$ cat config.mk
export PLATFORM = sky130hd
export DESIGN_NAME = dcci_far_scale
export DESIGN_NICKNAME = d
export VERILOG_FILES = /design/src/rtl/core/dcci_pkg.sv /design/src/rtl/core/dcci_far_scale.sv
export SDC_FILE = /design/constraint.sdc
export NUM_CORES = 1
export LEC_CHECK = 0
export BUFFER_PORTS_ARGS = -buffer_cell sky130_fd_sc_hd__buf_2
export CAP_MARGIN = 20
export CORE_AREA = 2 2 199 201
export CTS_CLUSTER_SIZE = 10
export DETAILED_ROUTE_END_ITERATION = 12
export DIE_AREA = 0 0 201 203
export GPL_TIMING_DRIVEN = 0
export PLACE_DENSITY = 0.67
export SYNTH_ARGS = -nofsm -noshare
export SYNTH_HDL_FRONTEND = slang
export SYNTH_SLANG_ARGS = --single-unit
$ cat constraint.sdc
create_clock -name clk_i -period 13.9 [get_ports clk_i]
set_input_delay 4.17 -clock clk_i [delete_from_list [all_inputs] [get_ports clk_i]]
set_output_delay 4.17 -clock clk_i [all_outputs]
set_load 0.005 [all_outputs]
$ cat src/rtl/core/dcci_pkg.sv
`timescale 1ns / 1ps

package dcci_pkg;

  localparam int unsigned FactorW = 16;
  localparam int unsigned FarW    = 32;
  localparam int unsigned ChanW   = 8;
  localparam int unsigned FracW   = 4;
  localparam int unsigned CueSh   = 12;
  localparam int unsigned ScaleW  = FactorW + 1;
  localparam int unsigned ProdW   = ScaleW + FarW;
  localparam int unsigned SrcW    = ChanW + FracW;
  localparam int unsigned DiffW   = 16;
  localparam int unsigned MulW    = FactorW + DiffW;
  localparam int unsigned SumW    = MulW - CueSh + 1;

  localparam logic signed [ScaleW-1:0] CueOne = ScaleW'(17'sd4096);
  localparam logic signed [DiffW-1:0]  DiffMax = 16'sh7FFF;
  localparam logic signed [DiffW-1:0]  DiffMin = 16'sh8000;
  localparam logic [ChanW-1:0]         ChanMax = 8'hFF;

  typedef enum logic [1:0] {
    RegGlobalFactor = 2'd0,
    RegGlobalRed    = 2'd1,
    RegGlobalGreen  = 2'd2,
    RegGlobalBlue   = 2'd3
  } reg_idx_e;

  typedef enum logic [1:0] {
    FarNone   = 2'd0,
    FarObject = 2'd1,
    FarGlobal = 2'd2,
    FarScaled = 2'd3
  } far_mode_e;

  typedef struct packed {
    logic s1;
    logic s2;
    logic s3;
    logic s4;
  } pipe_en_t;

endpackage

$ cat src/rtl/core/dcci_far_scale.sv
`timescale 1ns / 1ps

module dcci_far_scale (
  input  logic                                    clk_i,
  input  logic                                    en_i,
  input  logic signed [dcci_pkg::FactorW-1:0]     global_factor_i,
  input  logic signed [dcci_pkg::FarW-1:0]        object_far_i,
  output logic signed [dcci_pkg::FarW-1:0]        object_far_o,
  output logic signed [dcci_pkg::FarW-1:0]        scaled_far_o
);

  logic signed [dcci_pkg::ScaleW-1:0] scale;
  logic signed [dcci_pkg::ProdW-1:0]  prod;
  logic signed [dcci_pkg::FarW-1:0]   object_far_q;
  logic signed [dcci_pkg::FarW-1:0]   scaled_far_q;
  logic signed [dcci_pkg::FarW-1:0]   scaled_far_d;

  assign scale = dcci_pkg::CueOne
               - dcci_pkg::ScaleW'(global_factor_i);
  assign prod  = dcci_pkg::ProdW'(scale) * dcci_pkg::ProdW'(object_far_i);
  // floor shift, keep low word
  assign scaled_far_d = prod[dcci_pkg::CueSh +: dcci_pkg::FarW];

  always_ff @(posedge clk_i) begin
    if (en_i) begin
      object_far_q <= object_far_i;
      scaled_far_q <= scaled_far_d;
    end
  end

  assign object_far_o = object_far_q;
  assign scaled_far_o = scaled_far_q;

endmodule

==> metrics.cfg <==
[outcome]
outcome = completed

[setup_path]
critPathLaunchType = input pin
max_stage_delay_ns = 0.84
path_common_cell = fa_1
cp.required_ns = 14.03
endpoint_kind = register
cp.arrival_ns = 13.38
critPathSlowestCell = o21ai_0
worst-path-max-fanout = 10
path_delay_family = adder cells
crit_buf_inv = 7
crit_type = in -> reg

[clock_network]
holdBufCountCts = 0
cts_tree = yes
cts_resized = 0
htree_levels = 3
ctsLongestPathBuffers = 2
numCtsBuffers = 9
post-cts-setup-buffer-count = 0
clk_pin_slew_ns = 0.07
cts_sinks = 64
root_buffer = clkbuf_16

[timing]
max-slew-margin-rel_pct = 33.4
setup_tns_ns = 0
worst_pin_slew_ns = 0.989
drv_slew = 0
hold_viol_final = 0
setup_viol = 0
timing.fmax_mhz = 75.5
grt_setup_unrepaired = false
fin_crit_ns = 13.25
period_share_pct = 95.3

[yosys]
synth_warnings = 0
synth.top_cell.area_share_pct = 50.0
syn_inst = 2017
yosysTopAreaCell = fa_1
synth-main-ff-cell = edfxtp_1
yosys.cell_types.count = 44
synth_area_leaders = fa_1 50%, inv_1 10%, edfxtp_1 10%
syn-cell-area_mm2 = 0.0191
avgSynthCellArea_um2 = 9.47
synth_seq_cells = 64
async_flop_share_pct = 0
synth_edf_count = 64
synth_nets = 2650
yosysSeqAreaShare_pct = 10.1

[global_routing]
grt_pass1_vias = 15400
grt_max_degree = 65
antenna_found_initial = 6
grt_usage_pct = 28.3
overflow = 0
grt_pass1_wl_um = 86200

[placed_design]
dpl_cell_area_mm2 = 0.0203
io_buffers = 113
place_congestion = 0.944
hpwl_um = 44700

[routing]
vias_per_cell = 5.24
route.top_layer_used = met5
routed_wl_um = 54000
wl_met3_um = 4710
wl_met2_um = 25900
ant_nets = 0
wl_met1_um = 20800
drc_errors = 0
drt_iter0_markers = 1006
first_pass_iters = 8
avgRoutedWirePerCell_um = 20.2
vias = 14000

[finish]
nets = 2774
area_growth_pct = 7.92
mostFrequentLayoutCells = 533 x inv_1, 477 x fa_1, 341 x nand2_1
drive_above_1_share_pct = 6.57
final_design_area_no_fill_mm2 = 0.0206
n_fill_cell = 3582
layout_commonest_cell = inv_1

[run]
cap_violations = 0

[floorplanning]
die_h_um = 203
die_w_um = 201
num_rows = 72
core_area_mm2 = 0.0385
dieArea_mm2 = 0.0408
start_util_pct = 49.6
io_pins = 114

[hold_path]
hold_path.class = in -> reg

-- metal layers --
metal / vias to the layer above / GRT usage, %
met5: - / 0.714
li1: 6048 / -
met1: 7184 / 35.0
met4: 4 / 12.5
met2: 600 / 47.2
met3: 138 / 7.29
-- cells in the mapped netlist (2+ instances only) --
library cell and instances:
or4_1 2, ha_1 106, o21bai_1 3, fa_1 477
a21o_1 18, nor3_1 8, xor2_1 19, a21boi_0 2
or4_4 2, nand4_1 6, inv_1 533, nand2b_1 2
a311oi_1 2, nor2_1 33, edfxtp_1 64, o211ai_1 3
o21ai_0 18, or2_2 7, clkbuf_1 83, a31o_2 2
and4_1 4, nand3_1 4, and3_1 6, and2_1 179
nand2_1 341, xnor2_1 43, a21oi_1 33
-- through the flow --
stage,instances,hold WS [ns],utilization [%],setup slack (ns)
after floorplan,2017,4.27,-,2.51
after CTS,2664,4.00,53.6,0.815
after global placement,2648,4.38,52.8,0.473
final,2666,4.01,53.6,0.649
after detailed placement,2648,4.38,52.8,0.457
after global routing,2664,4.00,53.6,0.231
-- final cells by class --
| class | instances | area (um2) | share of cell area [%] |
|---|---|---|---|
| antenna | 2 | 5.00 | 0.0243 |
| buffer | 84 | 315 | 1.53 |
| clock buffer | 11 | 233 | 1.13 |
| clock inverter | 5 | 57.6 | 0.279 |
| inverter | 533 | 2000 | 9.71 |
| multi-input combinational | 1336 | 14900 | 72.1 |
| sequential | 64 | 1920 | 9.33 |
| tap | 518 | 648 | 3.15 |
| timing repair buffer | 113 | 568 | 2.76 |
-- worst paths after layout --
| path | from | to | slack [ns] | cells after the start |
|---|---|---|---|---|
| max | global_factor_i[0] | scaled_far_o[26]$_DFFE_PP_ | 0.65 | 29 |
| min | object_far_i[10] | object_far_o[10]$_DFFE_PP_ | 4.01 | 1 |
-- cell families (layout without fill, tap and decap cells) --
family	after synthesis	after routing	synth area share, %
xor gates and xnor gates	64	64	3.05
buffers and inverters	617	746	12.1
AOI/OAI and AO/OA	90	90	2.99
adders and majority gates	583	583	57.0
DFF	64	64	10.1
other	0	2	0
and+or+nand+nor	599	599	14.8
-- state kept, by name (all words and copies together), names as in the netlist --
signal,cells
scaled_far_o,32
object_far_o,32
Power is not shown: default switching activity piles up to over one toggle a cycle in this logic, so the estimate is an artifact.
