File: src/rtl/core/dcci_pkg.sv
`timescale 1ns / 1ps

package dcci_pkg;

  localparam int unsigned FactorW = 16;
  localparam int unsigned FarW    = 32;
  localparam int unsigned ChanW   = 8;
  localparam int unsigned FracW   = 4;
  localparam int unsigned CueSh   = 12;
  localparam int unsigned ScaleW  = FactorW + 1;
  localparam int unsigned ProdW   = ScaleW + FarW;
  localparam int unsigned SrcW    = ChanW + FracW;
  localparam int unsigned DiffW   = 16;
  localparam int unsigned MulW    = FactorW + DiffW;
  localparam int unsigned SumW    = MulW - CueSh + 1;

  localparam logic signed [ScaleW-1:0] CueOne = ScaleW'(17'sd4096);
  localparam logic signed [DiffW-1:0]  DiffMax = 16'sh7FFF;
  localparam logic signed [DiffW-1:0]  DiffMin = 16'sh8000;
  localparam logic [ChanW-1:0]         ChanMax = 8'hFF;

  typedef enum logic [1:0] {
    RegGlobalFactor = 2'd0,
    RegGlobalRed    = 2'd1,
    RegGlobalGreen  = 2'd2,
    RegGlobalBlue   = 2'd3
  } reg_idx_e;

  typedef enum logic [1:0] {
    FarNone   = 2'd0,
    FarObject = 2'd1,
    FarGlobal = 2'd2,
    FarScaled = 2'd3
  } far_mode_e;

  typedef struct packed {
    logic s1;
    logic s2;
    logic s3;
    logic s4;
  } pipe_en_t;

endpackage

File: src/rtl/core/dcci_chan.sv
`timescale 1ns / 1ps

module dcci_chan (
  input  logic                                    clk_i,
  input  dcci_pkg::pipe_en_t                      en_i,
  input  dcci_pkg::far_mode_e                     mode_i,
  input  logic signed [dcci_pkg::FactorW-1:0]     factor_i,
  input  logic [dcci_pkg::ChanW-1:0]              src_i,
  input  logic signed [dcci_pkg::FarW-1:0]        object_far_i,
  input  logic signed [dcci_pkg::FarW-1:0]        scaled_far_i,
  input  logic signed [dcci_pkg::FarW-1:0]        global_far_i,
  output logic [dcci_pkg::ChanW-1:0]              chan_o
);

  logic signed [dcci_pkg::FarW-1:0]      far_c;
  logic [dcci_pkg::SrcW-1:0]             s_d;
  logic signed [dcci_pkg::FarW:0]        diff_wide;
  logic signed [dcci_pkg::DiffW-1:0]     diff_d;

  logic [dcci_pkg::SrcW-1:0]             s2_q;
  logic signed [dcci_pkg::DiffW-1:0]     diff2_q;
  logic signed [dcci_pkg::FactorW-1:0]   factor2_q;

  logic [dcci_pkg::SrcW-1:0]             s3_q;
  logic signed [dcci_pkg::MulW-1:0]      mul3_d;
  logic signed [dcci_pkg::MulW-1:0]      mul3_q;

  logic signed [dcci_pkg::SumW-1:0]      sum;
  logic signed [dcci_pkg::SumW-dcci_pkg::FracW-1:0] sum_sh;
  logic [dcci_pkg::ChanW-1:0]            chan_d;
  logic [dcci_pkg::ChanW-1:0]            chan4_q;

  always_comb begin
    case (mode_i)
      dcci_pkg::FarNone:   far_c = '0;
      dcci_pkg::FarObject: far_c = object_far_i;
      dcci_pkg::FarGlobal: far_c = global_far_i;
      dcci_pkg::FarScaled: far_c = scaled_far_i;
      default:             far_c = '0;
    endcase
  end

  assign s_d       = {src_i, {dcci_pkg::FracW{1'b0}}};
  assign diff_wide = (dcci_pkg::FarW+1)'(far_c)
                   - $signed({{(dcci_pkg::FarW+1-dcci_pkg::SrcW){1'b0}}, s_d});

  always_comb begin
    if (diff_wide > (dcci_pkg::FarW+1)'(dcci_pkg::DiffMax)) begin
      diff_d = dcci_pkg::DiffMax;
    end else if (diff_wide < (dcci_pkg::FarW+1)'(dcci_pkg::DiffMin)) begin
      diff_d = dcci_pkg::DiffMin;
    end else begin
      diff_d = diff_wide[dcci_pkg::DiffW-1:0];
    end
  end

  assign mul3_d = dcci_pkg::MulW'(factor2_q) * dcci_pkg::MulW'(diff2_q);

  assign sum = $signed({{(dcci_pkg::SumW-dcci_pkg::SrcW){1'b0}}, s3_q})
             + dcci_pkg::SumW'($signed(mul3_q[dcci_pkg::MulW-1:dcci_pkg::CueSh]));
  assign sum_sh = sum[dcci_pkg::SumW-1:dcci_pkg::FracW];

  always_comb begin
    if (sum_sh[dcci_pkg::SumW-dcci_pkg::FracW-1]) begin
      chan_d = '0;
    end else if (sum_sh > (dcci_pkg::SumW-dcci_pkg::FracW)'(dcci_pkg::ChanMax)) begin
      chan_d = dcci_pkg::ChanMax;
    end else begin
      chan_d = sum_sh[dcci_pkg::ChanW-1:0];
    end
  end

  always_ff @(posedge clk_i) begin
    if (en_i.s2) begin
      s2_q      <= s_d;
      diff2_q   <= diff_d;
      factor2_q <= factor_i;
    end
    if (en_i.s3) begin
      s3_q   <= s2_q;
      mul3_q <= mul3_d;
    end
    if (en_i.s4) begin
      chan4_q <= chan_d;
    end
  end

  assign chan_o = chan4_q;

endmodule

File: config.mk
export PLATFORM = sky130hd
export DESIGN_NAME = dcci_chan
export DESIGN_NICKNAME = d
export VERILOG_FILES = /design/src/rtl/core/dcci_pkg.sv /design/src/rtl/core/dcci_chan.sv
export SDC_FILE = /design/constraint.sdc
export NUM_CORES = 1
export LEC_CHECK = 0
export BUFFER_PORTS_ARGS = -buffer_cell sky130_fd_sc_hd__buf_2
export CORE_MARGIN = 10
export CORE_UTILIZATION = 55
export CTS_BUF_LIST = sky130_fd_sc_hd__clkbuf_8
export DETAILED_ROUTE_END_ITERATION = 7
export PLACE_DENSITY = 0.8
export SYNTH_ARGS = -nofsm -noshare
export SYNTH_HDL_FRONTEND = slang
export SYNTH_SLANG_ARGS = --single-unit
File: constraint.sdc
create_clock -name clk_i -period 12 [get_ports clk_i]
set_input_delay 3.6 -clock clk_i [delete_from_list [all_inputs] [get_ports clk_i]]
set_output_delay 3.6 -clock clk_i [all_outputs]
set_load 0.05 [all_outputs]
==> run summary, run 1 <==
FF+latch count, synth = 72
Mapped Area = 0.0139 mm²
RSZ-0062 raised after global routing = false
Antenna-violating nets left = 0
First-pass GRT wire length = 54200 µm
CTS buffer count = 9
Synth async-reset ratio = 0
Worst path cell trace = buf_2 > nor2b_2 > buf_4 > a22o_1 > ha_1 > a211o_1 > or2_2 > o21bai_1 > nor2b_1 > o21bai_1 > a222oi_1 > nor4_4 > a41oi_4 > o21ai_1
Critical path data required time = 12.09 ns
Die H = 179 µm
Largest net degree at the start of global routing = 42
GRT Util Overall = 0.210
Post-synth net total = 1905
Status = complete, no violations
Core ar. = 0.0250 mm²
Kind of end point of the critical path = flip-flop
Ys flop type = edfxtp_1
Worst Hold Class = reg2reg
CTS tree = built
CTS Sinks = 72
Setup bufs post-CTS = 0
Gr ovfl total = 0
Post-synth EDFFs = 72
Die ar. = 0.0321 mm²
DPL Wire Length = 25600 µm
Share of post-route cells with drive strength above 1 = 0.133
Clock transition at path regs = 0.08 ns
Final Skew = 0.0144 ns
CP startpoint kind = primary input
Initial antenna violation count = 0
Worst-Margin Slew = 0.968 ns
Crit path max fanout = 39
Fin Setup TNS = 0 ns
Worst path buffer plus inverter count = 2
Via count = 10100
Routability cong. = 0.898
Worst hold slack = 0.423 ns
Endpoints failing hold = 0
Pre-CTS setup slack = 3.51 ns
Hold path cells = 0
# rows = 58
Detailed Route WL = 31700 µm
Worst path arrival time = 8.15 ns
Clk buf depth = 2
Fin crit period = 8.06 ns
Crit path kind = in2reg
Worst path max stage delay = 0.56 ns
Reg2Reg Capture Point = mul3_q[29]$_DFFE_PP_
Worst slew margin = 0.355
Crit path setup slack, layout = 3.94 ns
Critical hold path startpoint = s2_q[9]$_DFFE_PP_
Slowest library cell on the worst path = buf_2
Post-CTS Hold Fix Bufs = 0
CP dominant cell by count = o21bai_1
Nets@finish = 2003
DR WL/cell = 17.1 µm
Distinct cell type count after synthesis = 58
Seq/Total Area, Yosys = 0.155
Residual DRC = 0
Via density = 5.45
Root buffer cell = clkbuf_8
R2R Setup Slk = 4.86 ns
H-tree depth = 3
FMAX = 124 MHz
Final setup viols = 0
First DRT Iteration DRCs = 722
Tcrit/Tclk final = 0.672
Largest delay share family, worst path = compound AO/OA/AOI/OAI gates
Max-cap violations = 0
Die W = 179 µm
Top-Level Pins = 135
FF-to-FF path depth = 22
Clock Latency Late Sink = 0.37 ns
Inst Count DP = 1837
Post-CTS resize count = 0
WHS Endpoint = s3_q[9]$_DFFE_PP_
Initial Utilization = 0.557
Vias in the first global route = 11300
Finished Layout Cells = 1852
Syn avg cell area = 9.82 µm²
Yosys warnings = 0
Worst r2r src = diff2_q[9]$_SDFFCE_PN1P_
Diodes inserted = 0
Syn Inst Count = 1420
Syn-to-layout area delta = 7.78%
Router iterations before antenna repair = 5
Final Max Tran Viols = 0
Port Buffers = 133
synthesized netlist by cell type (all sizes together) (2+ instances only):
library cell | count | area [µm²]
nand3 | 14 | 70.1
xor2 | 12 | 105
a22o | 22 | 193
mux2 | 33 | 383
nor2b | 7 | 43.8
nand4 | 7 | 43.8
inv | 335 | 1260
a22oi | 16 | 120
nand2 | 132 | 495
o22ai | 2 | 12.5
nor2 | 41 | 154
and2 | 128 | 801
or2 | 3 | 18.8
mux2i | 5 | 50.1
o21bai | 4 | 30.0
xnor2 | 27 | 236
a211o | 3 | 26.3
a211oi | 4 | 30.0
o211ai | 5 | 37.5
fa | 263 | 5270
o21a | 14 | 105
a221oi | 2 | 17.5
nor4 | 7 | 95.1
or3 | 4 | 30.0
a21oi | 25 | 125
nor3 | 11 | 55.1
clkbuf | 34 | 128
a31oi | 3 | 18.8
o21ai | 38 | 228
nand2b | 9 | 56.3
ha | 95 | 1190
edfxtp | 72 | 2160
buf | 13 | 85.1
a21o | 12 | 90.1
and3 | 3 | 18.8
o2bb2ai | 2 | 17.5
layout make-up:
type | instances | area (µm²)
Tap cell | 330 | 413
Clock buffer | 9 | 124
Multi-Input combinational cell | 966 | 10300
Inverter | 335 | 1260
Sequential cell | 72 | 2160
Fill cell | 2114 | 10000
Timing Repair Buffer | 134 | 673
Clock inverter | 6 | 85.1
how the worst max path moves through the flow:
stage | startpoint | to | cells after the start
3_5_place_dp | mode_i[1] | diff2_q[0]$_SDFFCE_PN1P_ | 14
2_1_floorplan | mode_i[1] | diff2_q[1]$_SDFFCE_PN1P_ | 18
5_1_grt | mode_i[1] | diff2_q[13]$_SDFFCE_PN1P_ | 14
4_1_cts | mode_i[1] | diff2_q[12]$_SDFFCE_PN1P_ | 14
6_report | mode_i[1] | diff2_q[12]$_SDFFCE_PN1P_ | 14
3_3_place_gp | mode_i[1] | diff2_q[0]$_SDFFCE_PN1P_ | 14
stage by stage:
stage	area (µm²)	util
after floorplan	13900	-
after global placement	14800	0.592
after detailed placement	14800	0.592
after CTS	15000	0.600
after global routing	15000	0.600
final	15000	0.600
cells by family after synthesis:
group                      synth area share
and+or+nand+nor                       0.137
xor gates and xnor gates             0.0245
buffers and inverters                 0.105
AOI/OAI and AO/OA                    0.0841
DFF                                   0.155
adders and majority gates             0.463
muxes                                0.0310
registers in the layout, indices dropped and copies added (netlist names):
| signal | flops |
|---|---|
| diff2_q | 16 |
| factor2_q | 16 |
| mul3_q | 16 |
| chan_o | 8 |
| s2_q | 8 |
| s3_q | 8 |
placed cells by master, fill, tap and decap left out, types with 6 or more instances in the layout:
master,netlist,final
xor2_1,12,12
inv_1,335,336
nand2b_1,9,9
nand4_1,7,7
nor2b_1,7,6
nor2_1,41,41
and2_1,128,128
o21ai_2,10,10
fa_1,263,263
edfxtp_1,72,72
o21a_1,14,14
nor3_1,11,11
a21o_1,12,12
mux2_2,29,29
a22oi_1,16,16
xnor2_1,27,27
a21oi_1,25,25
ha_1,95,95
nand3_1,14,14
nand2_1,132,132
buf_2,5,133
a22o_1,22,22
clkbuf_8,0,9
o21ai_0,23,23
routing by layer:
metal,global-route usage,up-vias,wire length [µm],share of wire
li1,-,4607,-,-
met1,0.251,5070,12300,0.39
met2,0.377,351,16500,0.52
met3,0.0278,60,1720,0.054
met4,0.0793,0,1140,0.036
met5,0,-,0,0
worst register-to-register path, cell delays in order, from the launching register on:
cell      delay (ns)
edfxtp_1        0.80
nand2_1         0.18
fa_1            0.58
inv_1           0.06
fa_1            0.50
inv_1           0.05
fa_1            0.47
inv_1           0.05
fa_1            0.51
fa_1            0.55
inv_1           0.06
fa_1            0.53
inv_1           0.04
ha_1            0.29
nand2_1         0.05
o21ai_0         0.58
a211oi_1        0.26
nor3_1          0.38
nor2_1          0.09
a21oi_1         0.31
and2_1          0.22
o21ai_0         0.09
a221oi_1        0.30
Power of run 1 is not shown: default switching activity piles up to over one toggle a cycle in this logic, so the estimate is an artifact.
==> inputs of run 2 (changes only) <==
- ABC_AREA: unset -> 1
- PLACE_DENSITY: 0.8 -> 0.82
- clock period: 12 -> 6.9 ns (I/O delays scaled with it)
==> run 2 against run 1 <==
Against the previous run:
- worst hold slack lost 0.00065 ns
- clock skew decreased by 0.0038 ns
- die area rose by 9.8%
==> run summary, run 2 <==
Root buffer cell = clkbuf_8 (unchanged)
Distinct cell type count after synthesis = 45 (was 58)
Yosys warnings = 0 (unchanged)
Routability cong. = 0.917 (was 0.898)
Clock Latency Late Sink = 0.38 ns (was 0.37 ns)
Worst slew margin = 0.318 (was 0.355)
Via density = 5.19 (was 5.45)
Cell taking the most area after synthesis = fa_1 (unchanged)
Hold path cells = 0 (unchanged)
H-tree depth = 3 (unchanged)
Biggest regs = diff2_q (16), factor2_q (16), mul3_q (16) (unchanged)
Tcrit/Tclk final = 0.937
Final Skew = 0.0106 ns (was 0.0144 ns)
Gr ovfl total = 0 (unchanged)
Via count = 12700 (was 10100)
Router iterations before antenna repair = 6 (was 5)
Share of post-route cells with drive strength above 1 = 0.131 (was 0.133)
Post-CTS Hold Fix Bufs = 0 (unchanged)
Fin Setup TNS = 0 ns (unchanged)
Final Max Tran Viols = 0 (unchanged)
Mapped Area = 0.0155 mm² (was 0.0139 mm²)
CTS Sinks = 72 (unchanged)
Worst Hold Class = reg2reg (unchanged)
Commonest non-fill, non-tap cell in the layout = inv_1 (unchanged)
Endpoints failing hold = 0 (unchanged)
Crit path max fanout = 16 (was 39)
Seq/Total Area, Yosys = 0.140 (was 0.155)
Initial Utilization = 0.557 (about the same)
Post-CTS resize count = 0 (unchanged)
DR WL/cell = 15.6 µm (was 17.1 µm)
Syn-to-layout area delta = 7.68% (was 7.78%)
Residual DRC = 0 (unchanged)
Initial antenna violation count = 0 (unchanged)
Ys flop type = edfxtp_1 (unchanged)
DPL Wire Length = 32400 µm (was 25600 µm)
FF+latch count, synth = 72 (unchanged)
First DRT Iteration DRCs = 965 (was 722)
Syn Inst Count = 1965 (was 1420)
Nets@finish = 2551 (was 2003)
Most frequent cells after synthesis = 542 x inv_1, 483 x nand2_1, 263 x fa_1 (was 335 x inv_1, 263 x fa_1, 132 x nand2_1)
Fin crit period = 6.46 ns
Status = complete, no violations (unchanged)
First-pass GRT wire length = 64600 µm (was 54200 µm)
GRT Util Overall = 0.222 (was 0.210)
CP startpoint kind = flip-flop (was primary input)
Post-synth net total = 2450 (was 1905)
Die W = 188 µm (was 179 µm)
FF-to-FF path depth = 21 (was 22)
# rows = 61 (was 58)
Synth area leaders = fa_1 34%, edfxtp_1 14%, inv_1 13% (was fa_1 38%, edfxtp_1 16%, inv_1 9.0%)
RSZ-0062 raised after global routing = false (unchanged)
Max-cap violations = 0 (unchanged)
Antenna-violating nets left = 0 (unchanged)
Clk buf depth = 2 (unchanged)
Worst-Margin Slew = 1.02 ns (was 0.968 ns)
Worst path arrival time = 6.58 ns (was 8.15 ns)
Vias in the first global route = 13700 (was 11300)
Post-synth EDFFs = 72 (unchanged)
Clock transition at path regs = 0.08 ns (about the same)
Core ar. = 0.0278 mm² (was 0.0250 mm²)
CTS tree = built (unchanged)
Largest net degree at the start of global routing = 41 (was 42)
Kind of end point of the critical path = flip-flop (unchanged)
Synth async-reset ratio = 0 (unchanged)
Count leader, synth = inv_1 (unchanged)
Syn avg cell area = 7.88 µm² (was 9.82 µm²)
Final setup viols = 0 (unchanged)
Critical path data required time = 7.01 ns (was 12.09 ns)
Filler Cells Inserted = 2451 (was 2114)
Die ar. = 0.0353 mm² (was 0.0321 mm²)
Detailed Route WL = 38200 µm (was 31700 µm)
Top cell type's share of synthesized area = 0.340 (was 0.378)
CTS buffer count = 9 (unchanged)
Die H = 188 µm (was 179 µm)
Port Buffers = 133 (unchanged)
FMAX = 155 MHz
Setup bufs post-CTS = 0 (unchanged)
Top-Level Pins = 135 (unchanged)
Crit path kind = reg2reg (was in2reg)
Commonest cells after routing, fill and taps aside = 542 x inv_1, 483 x nand2_1, 263 x fa_1 (was 336 x inv_1, 263 x fa_1, 133 x buf_2)
-- run 2: layout make-up --
class | instances | area [µm²] | area share
Tap cell | 378 | 473 | 0.0284
Multi-Input combinational cell | 1273 | 10900 | 0.655
Sequential cell | 72 | 2160 | 0.130
Antenna cell | 1 | 2.50 | 0.000150
Inverter | 551 | 2070 | 0.124
Clock buffer | 9 | 124 | 0.00743
Timing Repair Buffer | 159 | 861 | 0.0516
Clock inverter | 7 | 62.6 | 0.00375
-- run 2: layer usage --
layer,share of wire,GRT usage,up-vias
met2,0.51,0.391,493
met3,0.064,0.0369,104
met4,0.035,0.0855,0
li1,-,-,5953
met5,0,0,-
met1,0.39,0.267,6170
-- run 2: worst paths after layout --
kind	endpoint	slack [ns]	start
worst max register to register	mul3_q[21]$_DFFE_PP_	0.44	factor2_q[6]$_DFFE_PP_
worst min-delay path	s3_q[6]$_DFFE_PP_	0.42	s2_q[6]$_DFFE_PP_
worst max-delay path	mul3_q[21]$_DFFE_PP_	0.44	factor2_q[6]$_DFFE_PP_
worst min register to register	s3_q[6]$_DFFE_PP_	0.42	s2_q[6]$_DFFE_PP_
-- run 2: stage by stage --
stage	worst slack, ns	instance area (µm²)	hold WS (ns)	utilization	std cells
floorplan	0.877	15500	0.400	-	1965
global placement	0.652	16500	0.402	0.593	2433
detailed placement	0.543	16500	0.405	0.593	2433
CTS	0.488	16700	0.425	0.600	2449
global route	0.0613	16700	0.438	0.600	2449
finish	0.438	16700	0.422	0.600	2450
-- run 2: critical path, stage by stage, from the launching register on --
cell	delay, ns
edfxtp_1	0.86
nand2_1	0.16
fa_1	0.56
inv_1	0.06
fa_1	0.49
inv_1	0.05
fa_1	0.49
inv_1	0.06
fa_1	0.54
fa_1	0.56
inv_1	0.06
fa_1	0.53
inv_1	0.04
ha_1	0.31
a21oi_1	0.15
inv_1	0.08
a31oi_1	0.20
o21ai_0	0.16
a21o_1	0.20
a21oi_1	0.26
o21ai_0	0.15
xor2_1	0.19
-- run 2: cell families (layout without fill, tap and decap cells) --
family                   after synthesis  after routing  synth area share
buffers and inverters                620            726             0.155
XOR/XNOR                              50             50            0.0283
other                                  0              1                 0
AO/OA/AOI/OAI                         98             98            0.0359
flip-flops                            72             72             0.140
adder cells (fa/ha/maj)              358            358             0.417
AND/OR/NAND/NOR                      767            767             0.224
Power of run 2 is left out for the same reason.
==> inputs of run 3 (changes only) <==
==> constraint.sdc (replaced) <==
create_clock -name clk_i -period 6.9 [get_ports clk_i]
set_input_delay 1.725 -clock clk_i [delete_from_list [all_inputs] [get_ports clk_i]]
set_output_delay 1.725 -clock clk_i [all_outputs]
set_load 0.05 [all_outputs]
==> run 3 against run 2 <==
Against the previous run:
- critical path depth up 1
- maximum frequency down 1.7%
- setup slack worse by 0.11 ns
==> run summary, run 3 (synthesis gave the netlist of run 2 again) <==
Share of post-route cells with drive strength above 1 = 0.131 (unchanged)
Initial antenna violation count = 0 (unchanged)
Syn-to-layout area delta = 7.67% (was 7.68%)
Root buffer cell = clkbuf_8 (unchanged)
Gr ovfl total = 0 (unchanged)
Vias in the first global route = 13600 (was 13700)
FMAX = 152 MHz (was 155 MHz)
Endpoints failing hold = 0 (unchanged)
Port Buffers = 133 (unchanged)
Via count = 12600 (was 12700)
Router iterations before antenna repair = 5 (was 6)
Inst Count DP = 2433 (unchanged)
Fin crit period = 6.58 ns (was 6.46 ns)
Commonest cells after routing, fill and taps aside = 542 x inv_1, 483 x nand2_1, 263 x fa_1 (unchanged)
RSZ-0062 raised after global routing = false (unchanged)
Finished Layout Cells = 2449 (was 2450)
Nets@finish = 2551 (unchanged)
Detailed Route WL = 37900 µm (was 38200 µm)
Routability cong. = 0.911 (was 0.917)
Met3 GRT Util = 0.0338 (was 0.0369)
Biggest regs = diff2_q (16), factor2_q (16), mul3_q (16) (unchanged)
Fin util = 0.600 (about the same)
Initial Utilization = 0.557 (unchanged)
Antenna-violating nets left = 0 (unchanged)
Post-CTS resize count = 0 (unchanged)
H-tree depth = 3 (unchanged)
Worst path max stage delay = 0.67 ns (was 0.86 ns)
Kind of end point of the critical path = flip-flop (unchanged)
Largest net degree at the start of global routing = 41 (unchanged)
Final Max Tran Viols = 0 (unchanged)
Slowest library cell on the worst path = edfxtp_1 (unchanged)
Worst path cell trace = buf_4 > nand2_1 > inv_1 > fa_1 > inv_1 > fa_1 > fa_1 > inv_1 > fa_1 > fa_1 > inv_1 > fa_1 > inv_1 > ha_1 > a21oi_1 > inv_1 > a31oi_1 > o21ai_0 > a21o_1 > a21oi_1 > o21ai_0 > xor2_1 (was nand2_1 > fa_1 > inv_1 > fa_1 > inv_1 > fa_1 > inv_1 > fa_1 > fa_1 > inv_1 > fa_1 > inv_1 > ha_1 > a21oi_1 > inv_1 > a31oi_1 > o21ai_0 > a21o_1 > a21oi_1 > o21ai_0 > xor2_1)
Die W = 188 µm (unchanged)
CTS tree = built (unchanged)
First DRT Iteration DRCs = 841 (was 965)
Status = complete, no violations (unchanged)
Critical path data required time = 7.01 ns (about the same)
Filler Cells Inserted = 2515 (was 2451)
Met1 GRT Util = 0.269 (was 0.267)
Setup bufs post-CTS = 0 (unchanged)
Worst slew margin = 0.319 (was 0.318)
First-pass GRT wire length = 64000 µm (was 64600 µm)
Worst Hold Class = reg2reg (unchanged)
Final setup viols = 0 (unchanged)
Tcrit/Tclk final = 0.953 (was 0.937)
CTS Sinks = 72 (unchanged)
Clock Latency Late Sink = 0.38 ns (about the same)
Placed inst area = 0.0165 mm² (unchanged)
CP startpoint kind = flip-flop (unchanged)
Hold path cells = 0 (unchanged)
Commonest non-fill, non-tap cell in the layout = inv_1 (unchanged)
Worst-Margin Slew = 1.02 ns (about the same)
Final Skew = 0.0133 ns (was 0.0106 ns)
Crit path kind = reg2reg (unchanged)
GRT Util Overall = 0.220 (was 0.222)
Top-Level Pins = 135 (unchanged)
DPL Wire Length = 32400 µm (about the same)
Clock transition at path regs = 0.09 ns (was 0.08 ns)
FF-to-FF path depth = 22 (was 21)
Post-CTS Hold Fix Bufs = 0 (unchanged)
Die ar. = 0.0353 mm² (unchanged)
CTS buffer count = 9 (unchanged)
Die H = 188 µm (unchanged)
GR peak layer = met2 (unchanged)
Core ar. = 0.0278 mm² (unchanged)
Design area = 0.0167 mm² (about the same)
Diodes inserted = 0 (was 1)
Via density = 5.14 (was 5.19)
Crit path max fanout = 9 (was 16)
Worst path arrival time = 6.69 ns (was 6.58 ns)
Residual DRC = 0 (unchanged)
Clk buf depth = 2 (unchanged)
Fin Setup TNS = 0 ns (unchanged)
DR WL/cell = 15.5 µm (was 15.6 µm)
Max-cap violations = 0 (unchanged)
Met2 usage = 0.383 (was 0.391)
# rows = 61 (unchanged)
-- run 3: cell count changes in the layout (fill, tap and decap cells not counted) --
cell,previous run,this run
diode_2,1,0
-- run 3: path summary, 6_finish.rpt --
| kind | startpoint | endpoint | slack [ns] |
|---|---|---|---|
| hold reg to reg | s2_q[10]$_DFFE_PP_ | s3_q[10]$_DFFE_PP_ | 0.41 |
| setup reg to reg | diff2_q[6]$_SDFFCE_PN1P_ | mul3_q[23]$_DFFE_PP_ | 0.32 |
| hold / removal | s2_q[10]$_DFFE_PP_ | s3_q[10]$_DFFE_PP_ | 0.41 |
| setup / recovery | diff2_q[6]$_SDFFCE_PN1P_ | mul3_q[23]$_DFFE_PP_ | 0.32 |
-- run 3: final cells by class --
| cell class | count | area [µm²] | share of cell area |
|---|---|---|---|
| multi-input combinational | 1273 | 10900 | 0.655 |
| sequential | 72 | 2160 | 0.130 |
| timing repair buffer | 159 | 861 | 0.0516 |
| clock inverter | 7 | 62.6 | 0.00375 |
| inverter | 551 | 2070 | 0.124 |
| clock buffer | 9 | 124 | 0.00743 |
| tap | 378 | 473 | 0.0284 |
-- run 3: worst max-delay path: cells and delay by family (launching register included) --
| family | cells | cell delay, ns |
|---|---|---|
| simple gates | 1 | 0.09 |
| xor+xnor | 1 | 0.18 |
| compound gates | 6 | 1.19 |
| flops | 1 | 0.67 |
| fa+ha+maj | 7 | 3.51 |
| buf+inv | 7 | 0.68 |
-- run 3: stage by stage --
stage / hold slack (ns) / setup slack [ns]
detailed placement: 0.405 / 0.481
global placement: 0.402 / 0.562
finish: 0.413 / 0.324
CTS: 0.416 / 0.427
global route: 0.428 / 0.0701
floorplan: 0.400 / 0.877
-- run 3: per-layer routing --
metal / vias to the layer above / share of wire / routed length (µm)
li1: 5948 / - / -
met1: 6082 / 0.40 / 15000
met2: 468 / 0.51 / 19200
met3: 89 / 0.065 / 2470
met4: 0 / 0.033 / 1270
met5: - / 0 / 0
Power of run 3 is left out for the same reason.
